**src/sv/utv_pkg.sv**
```systemverilog
// shared types and constants for the utf-8 text validator
package utv_pkg;

  // verdict codes carried in the status field
  typedef enum logic [2:0] {
    ST_OK        = 3'd0,
    ST_EMPTY     = 3'd1,
    ST_SPACE     = 3'd2,
    ST_CONTROL   = 3'd3,
    ST_MALFORMED = 3'd4,
    ST_FORBIDDEN = 3'd5
  } status_t;

  localparam int CP_W = 21;

  localparam logic [7:0] SPACE_BYTE = 8'h20;
  localparam logic [7:0] DEL_BYTE   = 8'h7f;

  localparam logic [CP_W-1:0] CP_MIN_2B   = 21'h00080;
  localparam logic [CP_W-1:0] CP_MIN_3B   = 21'h00800;
  localparam logic [CP_W-1:0] CP_MIN_4B   = 21'h10000;
  localparam logic [CP_W-1:0] CP_MAX      = 21'h10ffff;
  localparam logic [CP_W-1:0] SURR_LO     = 21'h0d800;
  localparam logic [CP_W-1:0] SURR_HI     = 21'h0dfff;
  localparam logic [CP_W-1:0] C1_LO       = 21'h00080;
  localparam logic [CP_W-1:0] C1_HI       = 21'h0009f;
  localparam logic [CP_W-1:0] LINE_SEP    = 21'h02028;
  localparam logic [CP_W-1:0] PARA_SEP    = 21'h02029;

  // per-string tracking state
  typedef struct packed {
    logic [1:0]      expected;
    logic [CP_W-1:0] cp;
    logic [1:0]      cls;
    status_t         fault;
    logic            seen;
    logic            start_sp;
    logic            end_sp;
  } str_state_t;

  localparam str_state_t STR_CLEAR = '{
    expected: 2'd0, cp: '0, cls: 2'd0, fault: ST_OK,
    seen: 1'b0, start_sp: 1'b0, end_sp: 1'b0
  };

endpackage

```
**src/sv/utv_byte_step.sv**
```systemverilog
// next per-string state after one data byte
module utv_byte_step
  import utv_pkg::*;
(
  input  str_state_t cur,
  input  logic [7:0] data_byte,
  output str_state_t nxt
);

  logic [CP_W-1:0] cp_cont;
  logic [CP_W-1:0] cp_min;
  status_t         judge;

  assign cp_cont = {cur.cp[CP_W-7:0], data_byte[5:0]};

  always_comb begin
    case (cur.cls)
      2'd1:    cp_min = CP_MIN_2B;
      2'd2:    cp_min = CP_MIN_3B;
      default: cp_min = CP_MIN_4B;
    endcase
  end

  always_comb begin
    if (cp_cont < cp_min) begin
      judge = ST_MALFORMED;
    end else if (cp_cont > CP_MAX ||
                 (cp_cont >= SURR_LO && cp_cont <= SURR_HI) ||
                 (cp_cont >= C1_LO && cp_cont <= C1_HI) ||
                 cp_cont == LINE_SEP || cp_cont == PARA_SEP) begin
      judge = ST_FORBIDDEN;
    end else begin
      judge = ST_OK;
    end
  end

  always_comb begin
    nxt = cur;
    // edge space tracking runs even after a fault
    if (!cur.seen) begin
      nxt.start_sp = (data_byte == SPACE_BYTE);
    end
    nxt.seen   = 1'b1;
    nxt.end_sp = (data_byte == SPACE_BYTE);

    if (cur.fault == ST_OK) begin
      if (cur.expected == 2'd0) begin
        if (data_byte inside {[8'h00:8'h1f], DEL_BYTE}) begin
          nxt.fault = ST_CONTROL;
        end else if (data_byte inside {[8'h20:8'h7e]}) begin
          nxt.fault = ST_OK;
        end else if (data_byte inside {[8'hc2:8'hdf]}) begin
          nxt.expected = 2'd1;
          nxt.cls      = 2'd1;
          nxt.cp       = {16'd0, data_byte[4:0]};
        end else if (data_byte inside {[8'he0:8'hef]}) begin
          nxt.expected = 2'd2;
          nxt.cls      = 2'd2;
          nxt.cp       = {17'd0, data_byte[3:0]};
        end else if (data_byte inside {[8'hf0:8'hf4]}) begin
          nxt.expected = 2'd3;
          nxt.cls      = 2'd3;
          nxt.cp       = {18'd0, data_byte[2:0]};
        end else begin
          nxt.fault = ST_MALFORMED;
        end
      end else if (data_byte[7:6] != 2'b10) begin
        nxt.fault    = ST_MALFORMED;
        nxt.expected = 2'd0;
      end else begin
        nxt.cp       = cp_cont;
        nxt.expected = cur.expected - 2'd1;
        if (cur.expected == 2'd1) begin
          nxt.fault = judge;
        end
      end
    end
  end

endmodule

```
**src/sv/utv_verdict.sv**
```systemverilog
// verdict for a string at its end transfer
module utv_verdict
  import utv_pkg::*;
(
  input  str_state_t cur,
  input  logic       text_required,
  output status_t    status
);

  always_comb begin
    if (text_required && !cur.seen) begin
      status = ST_EMPTY;
    end else if (cur.seen && (cur.start_sp || cur.end_sp)) begin
      status = ST_SPACE;
    end else if (cur.fault != ST_OK) begin
      status = cur.fault;
    end else if (cur.expected != 2'd0) begin
      status = ST_MALFORMED;
    end else begin
      status = ST_OK;
    end
  end

endmodule

```
**src/sv/utf8_text_validator_top.sv**
```systemverilog
// top level of the single-line utf-8 text validator
//
// input stream: one transfer per string byte (in_tuser = 0) and one closing
// transfer per string (in_tuser = 1, in_tdata ignored)
// output stream: one verdict transfer per closing transfer; byte transfers
// give no output
// cfg_we / cfg_wdata set text_required (an empty string is rejected when 1);
// write it only while no string is in flight
//
// throughput: one input transfer per cycle, set by the single register
// stage that holds the per-string state and the output register
// latency: the verdict shows on out_tvalid one cycle after the closing
// transfer
// when the receiver stalls the verdict holds in the output register;
// byte transfers keep flowing only while the output register is free
// or being drained in the same cycle
// reset: per-string state clears, text_required returns to 0, the output
// register empties and in_tready stays low until the cycle after reset
module utf8_text_validator_top
  import utv_pkg::*;
(
  input  logic       clk,
  input  logic       rst_n,
  // configuration
  input  logic       cfg_we,
  input  logic       cfg_wdata,
  // input stream
  input  logic       in_tvalid,
  output logic       in_tready,
  input  logic [7:0] in_tdata,   // [7:0] data_byte
  input  logic       in_tuser,   // [0] kind: 0 byte, 1 end of string
  // output stream
  output logic       out_tvalid,
  input  logic       out_tready,
  output logic [7:0] out_tdata   // [0] valid_res, [3:1] status, [7:4] zero
);

  logic       text_required_r;
  logic       live_r;
  str_state_t str_r, str_nxt, str_step;
  status_t    verdict;
  logic       out_valid_r, out_valid_nxt;
  status_t    out_status_r, out_status_nxt;
  logic       in_xfer;
  logic       end_xfer;
  logic       out_free;

  // output register is free when empty or drained this cycle
  assign out_free  = !out_valid_r || out_tready;
  assign in_tready = live_r && out_free;
  assign in_xfer   = in_tvalid && in_tready;
  assign end_xfer  = in_xfer && in_tuser;

  utv_byte_step u_step (
    .cur       (str_r),
    .data_byte (in_tdata),
    .nxt       (str_step)
  );

  utv_verdict u_verdict (
    .cur           (str_r),
    .text_required (text_required_r),
    .status        (verdict)
  );

  // per-string state: byte transfers advance it, closing transfer clears it
  always_comb begin
    str_nxt = str_r;
    if (in_xfer) begin
      str_nxt = in_tuser ? STR_CLEAR : str_step;
    end
  end

  always_comb begin
    out_valid_nxt  = out_valid_r;
    out_status_nxt = out_status_r;
    if (out_valid_r && out_tready) begin
      out_valid_nxt = 1'b0;
    end
    if (end_xfer) begin
      out_valid_nxt  = 1'b1;
      out_status_nxt = verdict;
    end
  end

  always_ff @(posedge clk) begin
    if (!rst_n) begin
      text_required_r <= 1'b0;
      live_r          <= 1'b0;
      str_r           <= STR_CLEAR;
      out_valid_r     <= 1'b0;
    end else begin
      live_r      <= 1'b1;
      str_r       <= str_nxt;
      out_valid_r <= out_valid_nxt;
      if (cfg_we) begin
        text_required_r <= cfg_wdata;
      end
    end
  end

  // payload register, no reset needed
  always_ff @(posedge clk) begin
    out_status_r <= out_status_nxt;
  end

  assign out_tvalid = out_valid_r;
  assign out_tdata  = {4'd0, out_status_r, (out_status_r == ST_OK)};

endmodule

```
**config.mk**
```make
export PLATFORM = sky130hd
export DESIGN_NAME = utf8_text_validator_top
export DESIGN_NICKNAME = d
export VERILOG_FILES = /design/src/sv/utv_pkg.sv /design/src/sv/utv_byte_step.sv /design/src/sv/utv_verdict.sv /design/src/sv/utf8_text_validator_top.sv
export SDC_FILE = /design/constraint.sdc
export NUM_CORES = 1
export LEC_CHECK = 0
export BUFFER_PORTS_ARGS = -buffer_cell sky130_fd_sc_hd__buf_2
export CAP_MARGIN = 20
export CELL_PAD_IN_SITES_DETAIL_PLACEMENT = 1
export CELL_PAD_IN_SITES_GLOBAL_PLACEMENT = 1
export CORE_MARGIN = 2
export CORE_UTILIZATION = 42
export DETAILED_ROUTE_END_ITERATION = 12
export HOLD_SLACK_MARGIN = 0.1
export MAX_ROUTING_LAYER = met4
export PLACE_DENSITY_LB_ADDON = 0.1
export RECOVER_POWER = 100
export SLEW_MARGIN = 25
export SYNTH_ARGS = -nofsm -noshare
export SYNTH_HDL_FRONTEND = slang
export SYNTH_SLANG_ARGS = --single-unit
```
**constraint.sdc**
```tcl
create_clock -name clk -period 2.59 [get_ports clk]
set_input_delay 0.3885 -clock clk [delete_from_list [all_inputs] [get_ports clk]]
set_output_delay 0.3885 -clock clk [all_outputs]
set_load 0.02 [all_outputs]
```
==> results.yml, run 1 <==
synth:
  async_flop_share_pct: 0
  yosysWarnings: 0
  synth-edff-count: 3
  yosys_top_cell_by_area: "dfxtp_1"
  ys_seq_elements: 31
  postSynthCellCount: 189
  fraction_of_post_synthesis_cell_area_in_the_top_cell_type_by_area_pct: 33.7
  yosys_most_used_dff: "dfxtp_1"
  netlist_area_um2: 1660
  synth.yosys.seq_area_share_pct: 39.2
  yosys-top-cells-area: "dfxtp_1 (34%), edfxtp_1 (5.4%), nand2_1 (5.2%)"
  synth_cell_types: 46
  syn-mean-instance-area_um2: 8.79
power_and_ir_drop:
  power.combinational.fraction_pct: 10.7
  p_clk_share_pct: 37.9
  power_frac_seq_pct: 51.4
  vdd_ir_drop_max_mv: 0.255
  internal_power_uw: 716
  swShare_pct: 26.2
  pwr_density_cell_nw_per_um2: 528
  totalPowerFinal_uw: 971
  switchingPower_uw: 255
  power.static_leakage_nw: 0.715
worst_setup_path:
  cell_depth_of_the_worst_flop_to_flop_path: 9
  critical_path_class: "flop to flop"
  setup.worst_path.start_class: "flop"
  setup.worst_path.end_class: "flop"
  critical_path_required_ns: 2.74
  largest_fanout_of_any_net_on_the_critical_path: 3
  critPathArrivalTime_ns: 2.39
routing:
  dr_total_vias: 1443
  routed_via_density: 5.55
  routed_wirelength_um: 4250
  wl_per_cell_um: 16.3
  drt_iter0_markers: 74
  drt_pass1_iterations: 4
  drc_violations_left: 0
  postRouteAntennaNets: 0
finish:
  multiInputGateArea_um2: 896
  fin_cells: 260
  finalNetCount: 232
  utilization_after_layout_pct: 49.1
  most_common_cell_after_layout_fill_and_taps_aside: "dfxtp_1"
  antenna_cells: 0
  layout.filler_cells: 473
  layout-drive-gt1-share_pct: 13.2
  sequential_cell_area_um2: 651
  area_growth_syn_to_layout_pct: 10.6
  most_frequent_cells_in_the_layout: "dfxtp_1 (28), nand2_1 (23), inv_1 (12), o21ai_0 (12), buf_2 (12)"
grt:
  grt_usage_pct: 22.0
  grt_max_degree: 26
  grt_pass1_vias: 1458
  number_of_antenna_violations_at_the_first_check_in_global_routing: 0
  grt_overflow_total: 0
  grt_pass1_wl_um: 7060
floorplan:
  cell_rows: 22
  fp.dieArea_um2: 4480
  floorplan.initialDensity_pct: 44.4
  core-area_um2: 3740
  die_height_um: 66.9
  chipWidth_um: 66.9
  top_level_ports: 25
sta:
  achievable-frequency_ghz: 0.447
  setup_viol: 0
  final_critical_path_setup_slack_ns: 0.352
  clock_skew_ns: 0.00203
  report.final.hold_viol_count: 0
  final_period_minus_worst_setup_slack_ns: 2.24
  worst-slew-pin-transition_ns: 0.982
  finalCritPeriodShare_pct: 86.4
  slew_limit_fails: 0
  rsz0062_at_grt: "no"
  timing.max_slew.rel_slack_pct: 34.6
  timing.setup.tns_ns: 0
clocking:
  cts_buffers: 5
  tritoncts: "done"
  reg_clk_slew_reported_paths_ns: 0.06
  ctsHtreeMaxLevel: 2
  later_pin_clock_latency_in_the_skew_report_ns: 0.28
  post_cts.resized_instances: 0
  post-cts-setup-buffers: 0
  cts.sinks: 31
  holdBufCountCts: 0
  cts_root_buf: "clkbuf_8"
  clock_tree.buffer_depth: 2
run_status:
  outcome: "completed"
placement:
  inst_count_dp: 252
  place.gp.congestion: 0.918
  place.detailed.hpwl_um: 3240
  placement.setup.worst_slack_ns: 0.335
  io_buffer_count: 20
worst_hold_path:
  hold_path.class: "input pin to flop"
  holdPathStages: 3
flow_run:
  cap_violations: 0
[path summary, 6_finish.rpt]
check	from	slack, ns	to
worst max-delay path	str_r[6]	0.35	str_r[3]
worst min-delay path	cfg_wdata	0.37	text_required_r
worst max register to register	str_r[6]	0.35	str_r[3]
worst min register to register	str_r[30]	0.48	str_r[30]
[cells in the mapped netlist, types with 3 or more instances]
cell type,count
nand2_1,23
nor3b_1,3
a22o_1,8
a21boi_0,3
dfxtp_1,28
mux2i_1,4
nand4b_1,5
nand2b_1,5
nor3_1,8
edfxtp_1,3
nor2_1,11
nand3_1,5
o21ai_0,12
inv_1,12
ha_1,6
nor2b_1,3
a21oi_1,4
buf_4,4
clkbuf_1,4
a31oi_1,3
o22ai_1,3
[cell type report]
cell class	count	area share [%]
Timing Repair Buffer	22	5.72
Clock buffer	7	4.15
Multi-Input combinational cell	139	48.7
Inverter	12	2.45
Sequential cell	31	35.4
Tap cell	48	3.27
Clock inverter	1	0.272
[logic make-up after synthesis]
logic type,count (synthesis),share of synthesized area (%)
simple gates,83,29.4
compound gates,42,17.5
flops,31,39.2
buf+inv,22,6.78
fa+ha+maj,6,4.52
mux,4,2.41
other cells,1,0.226
[critical path, stage by stage (launching register included)]
cell and delay [ns]:
dfxtp_1 0.38, inv_1 0.06, ha_1 0.19, inv_1 0.05
ha_1 0.21, o21ai_0 0.08, nand3_1 0.10, a2111oi_0 0.76
or3b_1 0.20, a31oi_1 0.08
[metrics by stage]
step	hold WS, ns	area [µm²]
2_1_floorplan	0.416	1670
3_3_place_gp	0.449	1780
3_5_place_dp	0.464	1780
4_1_cts	0.372	1860
5_1_grt	0.432	1840
6_report	0.375	1840
[layer usage]
layer  share of wire [%]  global-route usage [%]  up-vias
met2                  46                    32.9       26
met1                  49                    28.9      690
met5                   0                       -        -
met3                 4.0                    5.91        4
met4                0.89                    7.40        0
li1                    -                       -      723
[power by group through the flow]
stage	registers, mW	logic, mW	clock network, mW
final	0.500	0.104	0.368
after global routing	0.501	0.116	0.403
after CTS	0.500	0.108	0.384
after detailed placement	0.510	0.108	0
after global placement	0.510	0.103	0
after floorplan	0.511	0.0745	0
[state kept, by name, summed over array words and instances (netlist names)]
name	cells
out_status_r	3
str_r	25
out_tvalid	1
text_required_r	1
live_r	1
(Power assumes the default switching activity.)
==> inputs of run 2 (changes only) <==
- CORE_MARGIN: 2 -> 3
- CORE_UTILIZATION: 42 -> 46
- HOLD_SLACK_MARGIN: 0.1 -> not set
- SYNTH_HIERARCHICAL: not set -> 1
==> run 2 against run 1 <==
Effect of this change: worst setup slack worse by 0.23 ns; power up 10%; synthesized area grew 42%; final cell count grew 39%; wire length rose by 44%; largest power group unchanged; highest routed layer unchanged.
==> results.yml, run 2 <==
worst_setup_path:
  largest_fanout_of_any_net_on_the_critical_path: 5
  critical_path_class: "flop to flop"
  setup.worst_path.start: "str_r[19]"
  critical_path_required_ns: 2.81
  critPathCapture: "str_r[5]"
  worstReg2RegStart: "str_r[19]"
  cell_depth_of_the_worst_flop_to_flop_path: 7
  setup.worst_path.start_class: "flop"
  critPathArrivalTime_ns: 2.69
  setup.worst_path.end_class: "flop"
  ff2ff_setup_slack_ns: 0.12
  reg2reg_to: "str_r[5]"
sta:
  slew_limit_fails: 0
  timing.max_slew.rel_slack_pct: 38.8
  final_critical_path_setup_slack_ns: 0.119
  rsz0062_at_grt: "no"
  finalCritPeriodShare_pct: 95.4
  timing.hold.ws_ns: 0.353
  report.final.hold_viol_count: 0
  worst-slew-pin-transition_ns: 0.919
  clock_skew_ns: 0.00704
  achievable-frequency_ghz: 0.405
  timing.setup.tns_ns: 0
  setup_viol: 0
  final_period_minus_worst_setup_slack_ns: 2.47
finish:
  most_frequent_cells_in_the_layout: "nand2_1 (32), mux2i_1 (26), dfxtp_1 (26), nand3b_1 (25), nor2_1 (16)"
  layout-drive-gt1-share_pct: 18.0
  finalNetCount: 314
  reg_top3: "str_r x25, out_status_r x3"
  most_common_cell_after_layout_fill_and_taps_aside: "nand2_1"
  top_register: "str_r"
  area_growth_syn_to_layout_pct: 6.90
  largest_reg_flops: 25
  utilization_after_layout_pct: 51.9
  antenna_cells: 0
grt:
  grt_pass1_wl_um: 10500
  grt_max_degree: 54
  grt_pass1_vias: 2151
  number_of_antenna_violations_at_the_first_check_in_global_routing: 0
  grt_usage_pct: 22.2
  grt_overflow_total: 0
routing:
  dr_total_vias: 2071
  postRouteAntennaNets: 0
  drt_iter0_markers: 119
  wl_per_cell_um: 17.0
  routed_via_density: 5.74
  routed_wirelength_um: 6120
  drc_violations_left: 0
  drt_pass1_iterations: 5
placement:
  place.detailed.hpwl_um: 4300
  placement.setup.worst_slack_ns: 0.0957
  io_buffer_count: 20
  place.gp.congestion: 0.904
synth:
  postSynthCellCount: 282
  syn-mean-instance-area_um2: 8.35
  netlist_area_um2: 2360
  yosysWarnings: 6
floorplan:
  die_height_um: 77.6
  cell_rows: 25
  chipWidth_um: 77.6
  top_level_ports: 25
  core-area_um2: 4850
  fp.dieArea_um2: 6020
  floorplan.initialDensity_pct: 48.6
power_and_ir_drop:
  internal_power_uw: 765
  vdd_ir_drop_max_mv: 0.203
  swShare_pct: 28.4
  p_clk_share_pct: 38.2
  power.static_leakage_nw: 0.913
  switchingPower_uw: 303
  pwr_density_cell_nw_per_um2: 424
  power.combinational.fraction_pct: 15.3
  power_frac_seq_pct: 46.5
clocking:
  ctsHtreeMaxLevel: 2
  tritoncts: "done"
  later_pin_clock_latency_in_the_skew_report_ns: 0.29
  cts.sinks: 31
  cts_root_buf: "clkbuf_8"
  post-cts-setup-buffers: 0
  holdBufCountCts: 0
  post_cts.resized_instances: 0
  cts_buffers: 5
  reg_clk_slew_reported_paths_ns: 0.07
  clock_tree.buffer_depth: 2
worst_hold_path:
  hold_path.class: "input pin to flop"
run_status:
  outcome: "completed"
flow_run:
  cap_violations: 0
==> run 2: stage by stage <==
| stage | cell area, µm² | power [mW] | instances |
|---|---|---|---|
| 2_1_floorplan | 2370 | 0.643 | 285 |
| 3_3_place_gp | 2450 | 0.674 | 353 |
| 3_5_place_dp | 2450 | 0.675 | 353 |
| 4_1_cts | 2540 | 1.08 | 361 |
| 5_1_grt | 2520 | 1.12 | 361 |
| 6_report | 2520 | 1.07 | 361 |
==> run 2: metal layers <==
layer	routed length (µm)	part of all wire (%)	GRT usage (%)
met1	3040	50	28.3
met2	2840	46	35.1
met3	179	2.9	4.64
met4	61	1.0	7.47
met5	0	0	-
==> run 2: area by class of cell <==
cell class                      instances  area [µm²]
Timing Repair Buffer                   32         171
Clock buffer                            7        86.3
Sequential cell                        31         653
Fill cell                             610        2330
Multi-Input combinational cell        212        1480
Tap cell                               67        83.8
Clock inverter                          1        5.00
Inverter                               11        41.3
==> run 2: how the worst min path moves through the flow <==
stage | from | endpoint | slack (ns) | cells after the start
after floorplan | rst_n | live_r | 0.42 | 0
after global placement | str_r[0] | str_r[0] | 0.47 | 2
after detailed placement | str_r[0] | str_r[0] | 0.48 | 2
after CTS | cfg_wdata | text_required_r | 0.35 | 3
after global routing | cfg_wdata | text_required_r | 0.37 | 3
final | cfg_wdata | text_required_r | 0.35 | 3
==> run 2: critical path, stage by stage, from the launching register on <==
cell and delay, ns:
dfxtp_2 0.34, or4_4 0.55, or4_4 0.54, o211a_1 0.25
a2111oi_2 0.35, a311o_2 0.15, nand3b_1 0.08, mux2i_1 0.15
==> run 2: power by group through the flow <==
stage               Clock [mW]  Combinational, mW  Sequential [mW]
finish                   0.409              0.163            0.497
global route             0.442              0.181            0.498
CTS                      0.412              0.168            0.497
detailed placement           0              0.167            0.508
global placement             0              0.166            0.508
floorplan                    0              0.135            0.508
==> inputs of run 3 (changes only) <==
- CORE_ASPECT_RATIO: not set -> 2
- CORE_UTILIZATION: 46 -> 47
- CTS_BUF_LIST: not set -> sky130_fd_sc_hd__clkbuf_2
==> run 3 against run 2 <==
Effect of this change: maximum frequency barely moved; sequential power about the same; clock-buffer cell count is 2 lower; non-clock buffer count rose by 8; critical path type unchanged; largest power group unchanged; highest routed layer unchanged.
==> results.yml, run 3 (synthesis results as in run 2) <==
run_status:
  outcome: "completed"
sta:
  timing.setup.tns_ns: 0
  final_period_minus_worst_setup_slack_ns: 2.47
  setup_viol: 0
  timing.max_slew.rel_slack_pct: 24.7
  report.final.hold_viol_count: 0
  achievable-frequency_ghz: 0.404
  slew_limit_fails: 0
  finalCritPeriodShare_pct: 95.5
  timing.hold.ws_ns: 0.271
  worst-slew-pin-transition_ns: 1.13
  clock_skew_ns: 0.0284
flow_run:
  cap_violations: 0
finish:
  area_growth_syn_to_layout_pct: 8.50
  antenna_cells: 0
  reg_top3: "str_r x25, out_status_r x3"
  finalNetCount: 322
  layout-drive-gt1-share_pct: 20.9
  largest_reg_flops: 25
  top_register: "str_r"
  most_common_cell_after_layout_fill_and_taps_aside: "nand2_1"
  sequential_cell_area_um2: 654
  layout.filler_cells: 618
  multiInputGateArea_um2: 1490
  most_frequent_cells_in_the_layout: "nand2_1 (32), dfxtp_1 (27), mux2i_1 (26), nand3b_1 (25), buf_4 (17)"
floorplan:
  top_level_ports: 25
  cell_rows: 35
  die_height_um: 106
  chipWidth_um: 56.1
  floorplan.initialDensity_pct: 49.8
  fp.dieArea_um2: 5950
  core-area_um2: 4730
worst_setup_path:
  critPathBufInv: 0
  ff2ff_setup_slack_ns: 0.12
  critical_path_class: "flop to flop"
  critical_path_required_ns: 2.92
  worstPathCellList: "or4_4 -> or4_1 -> o211a_1 -> a2111oi_4 -> a311o_2 -> nand3b_1 -> mux2i_1"
  critPathArrivalTime_ns: 2.80
  largest_fanout_of_any_net_on_the_critical_path: 5
  setup.worst_path.end_class: "flop"
  critical-path-max-stage-delay_ns: 0.54
  worst_path_max_delay_cell: "or4_4"
  setup.worst_path.start_class: "flop"
  path_delay_family: "simple AND/OR/NAND/NOR gates"
worst_hold_path:
  hold_path.class: "input pin to flop"
placement:
  io_buffer_count: 20
  place.detailed.hpwl_um: 4880
  place.gp.congestion: 0.862
routing:
  routed_wirelength_um: 6520
  routed_via_density: 6.05
  drc_violations_left: 0
  dr_total_vias: 2160
  wl_per_cell_um: 18.3
  postRouteAntennaNets: 0
  drt_pass1_iterations: 4
  drt_iter0_markers: 66
clocking:
  ctsHtreeMaxLevel: 2
  clock_tree.buffer_depth: 2
  reg_clk_slew_reported_paths_ns: 0.18
  cts_buffers: 5
  cts.sinks: 31
  cts_root_buf: "clkbuf_2"
  tritoncts: "done"
  later_pin_clock_latency_in_the_skew_report_ns: 0.38
  holdBufCountCts: 0
grt:
  grt_overflow_total: 0
  grt_max_degree: 28
  grt_pass1_wl_um: 10900
  grt_usage_pct: 23.7
  number_of_antenna_violations_at_the_first_check_in_global_routing: 0
  grt_pass1_vias: 2241
power_and_ir_drop:
  vdd_ir_drop_max_mv: 0.253
  power.static_leakage_nw: 0.957
  pwr_density_cell_nw_per_um2: 396
[run 3: timing repair]
item	4_1_cts	5_1_grt
setup buffers	0	0
gates resized for setup	0	3
setup endpoints to repair	0	1
hold endpoints to repair	0	0
[run 3: final timing paths]
| path | from | end | cells past startpoint |
|---|---|---|---|
| hold / removal | cfg_wdata | text_required_r | 3 |
| setup / recovery | str_r[19] | str_r[5] | 7 |
| hold reg to reg | str_r[30] | str_r[30] | 2 |
| setup reg to reg | str_r[19] | str_r[5] | 7 |
[run 3: where the power goes]
| part | internal (mW) | switching [mW] | total [mW] |
|---|---|---|---|
| Clock | 0.159 | 0.186 | 0.345 |
| Combinational | 0.0640 | 0.106 | 0.170 |
| Sequential | 0.490 | 0.00601 | 0.496 |
[run 3: final cells by class]
cell class	count	share of cell area, %
inverters	11	1.62
clock inverters	3	1.52
multi-input cells	212	58.4
flip-flops and latches	31	25.6
clock buffers	5	0.979
well taps	55	2.69
repair buffers	40	9.15
[run 3: through the flow]
step / power [mW] / area [µm²] / worst slack, ns / util [%] / std cells
3_5_place_dp: 0.680 / 2500 / 0.0543 / 52.8 / 349
4_1_cts: 1.02 / 2560 / 0.0452 / 54.2 / 357
6_report: 1.01 / 2560 / 0.118 / 54.0 / 357
5_1_grt: 1.06 / 2560 / -0.00640 / 54.0 / 357
2_1_floorplan: 0.643 / 2370 / 0.248 / - / 285
3_3_place_gp: 0.677 / 2500 / 0.135 / 52.8 / 349
[run 3: tightest hold or removal path, delay by kind of cell]
kind	cells	cell delay, ns
multiplexers	1	0.06
AND/OR/NAND/NOR	1	0.08
buffers and inverters	1	0.08
[run 3: layer usage]
metal / global-route usage (%) / wire, µm / up-vias
met2: 43.3 / 3690 / 27
li1: - / - / 1046
met4: 11.5 / 245 / 0
met5: - / 0 / -
met1: 23.9 / 2470 / 1070
met3: 3.77 / 116 / 17
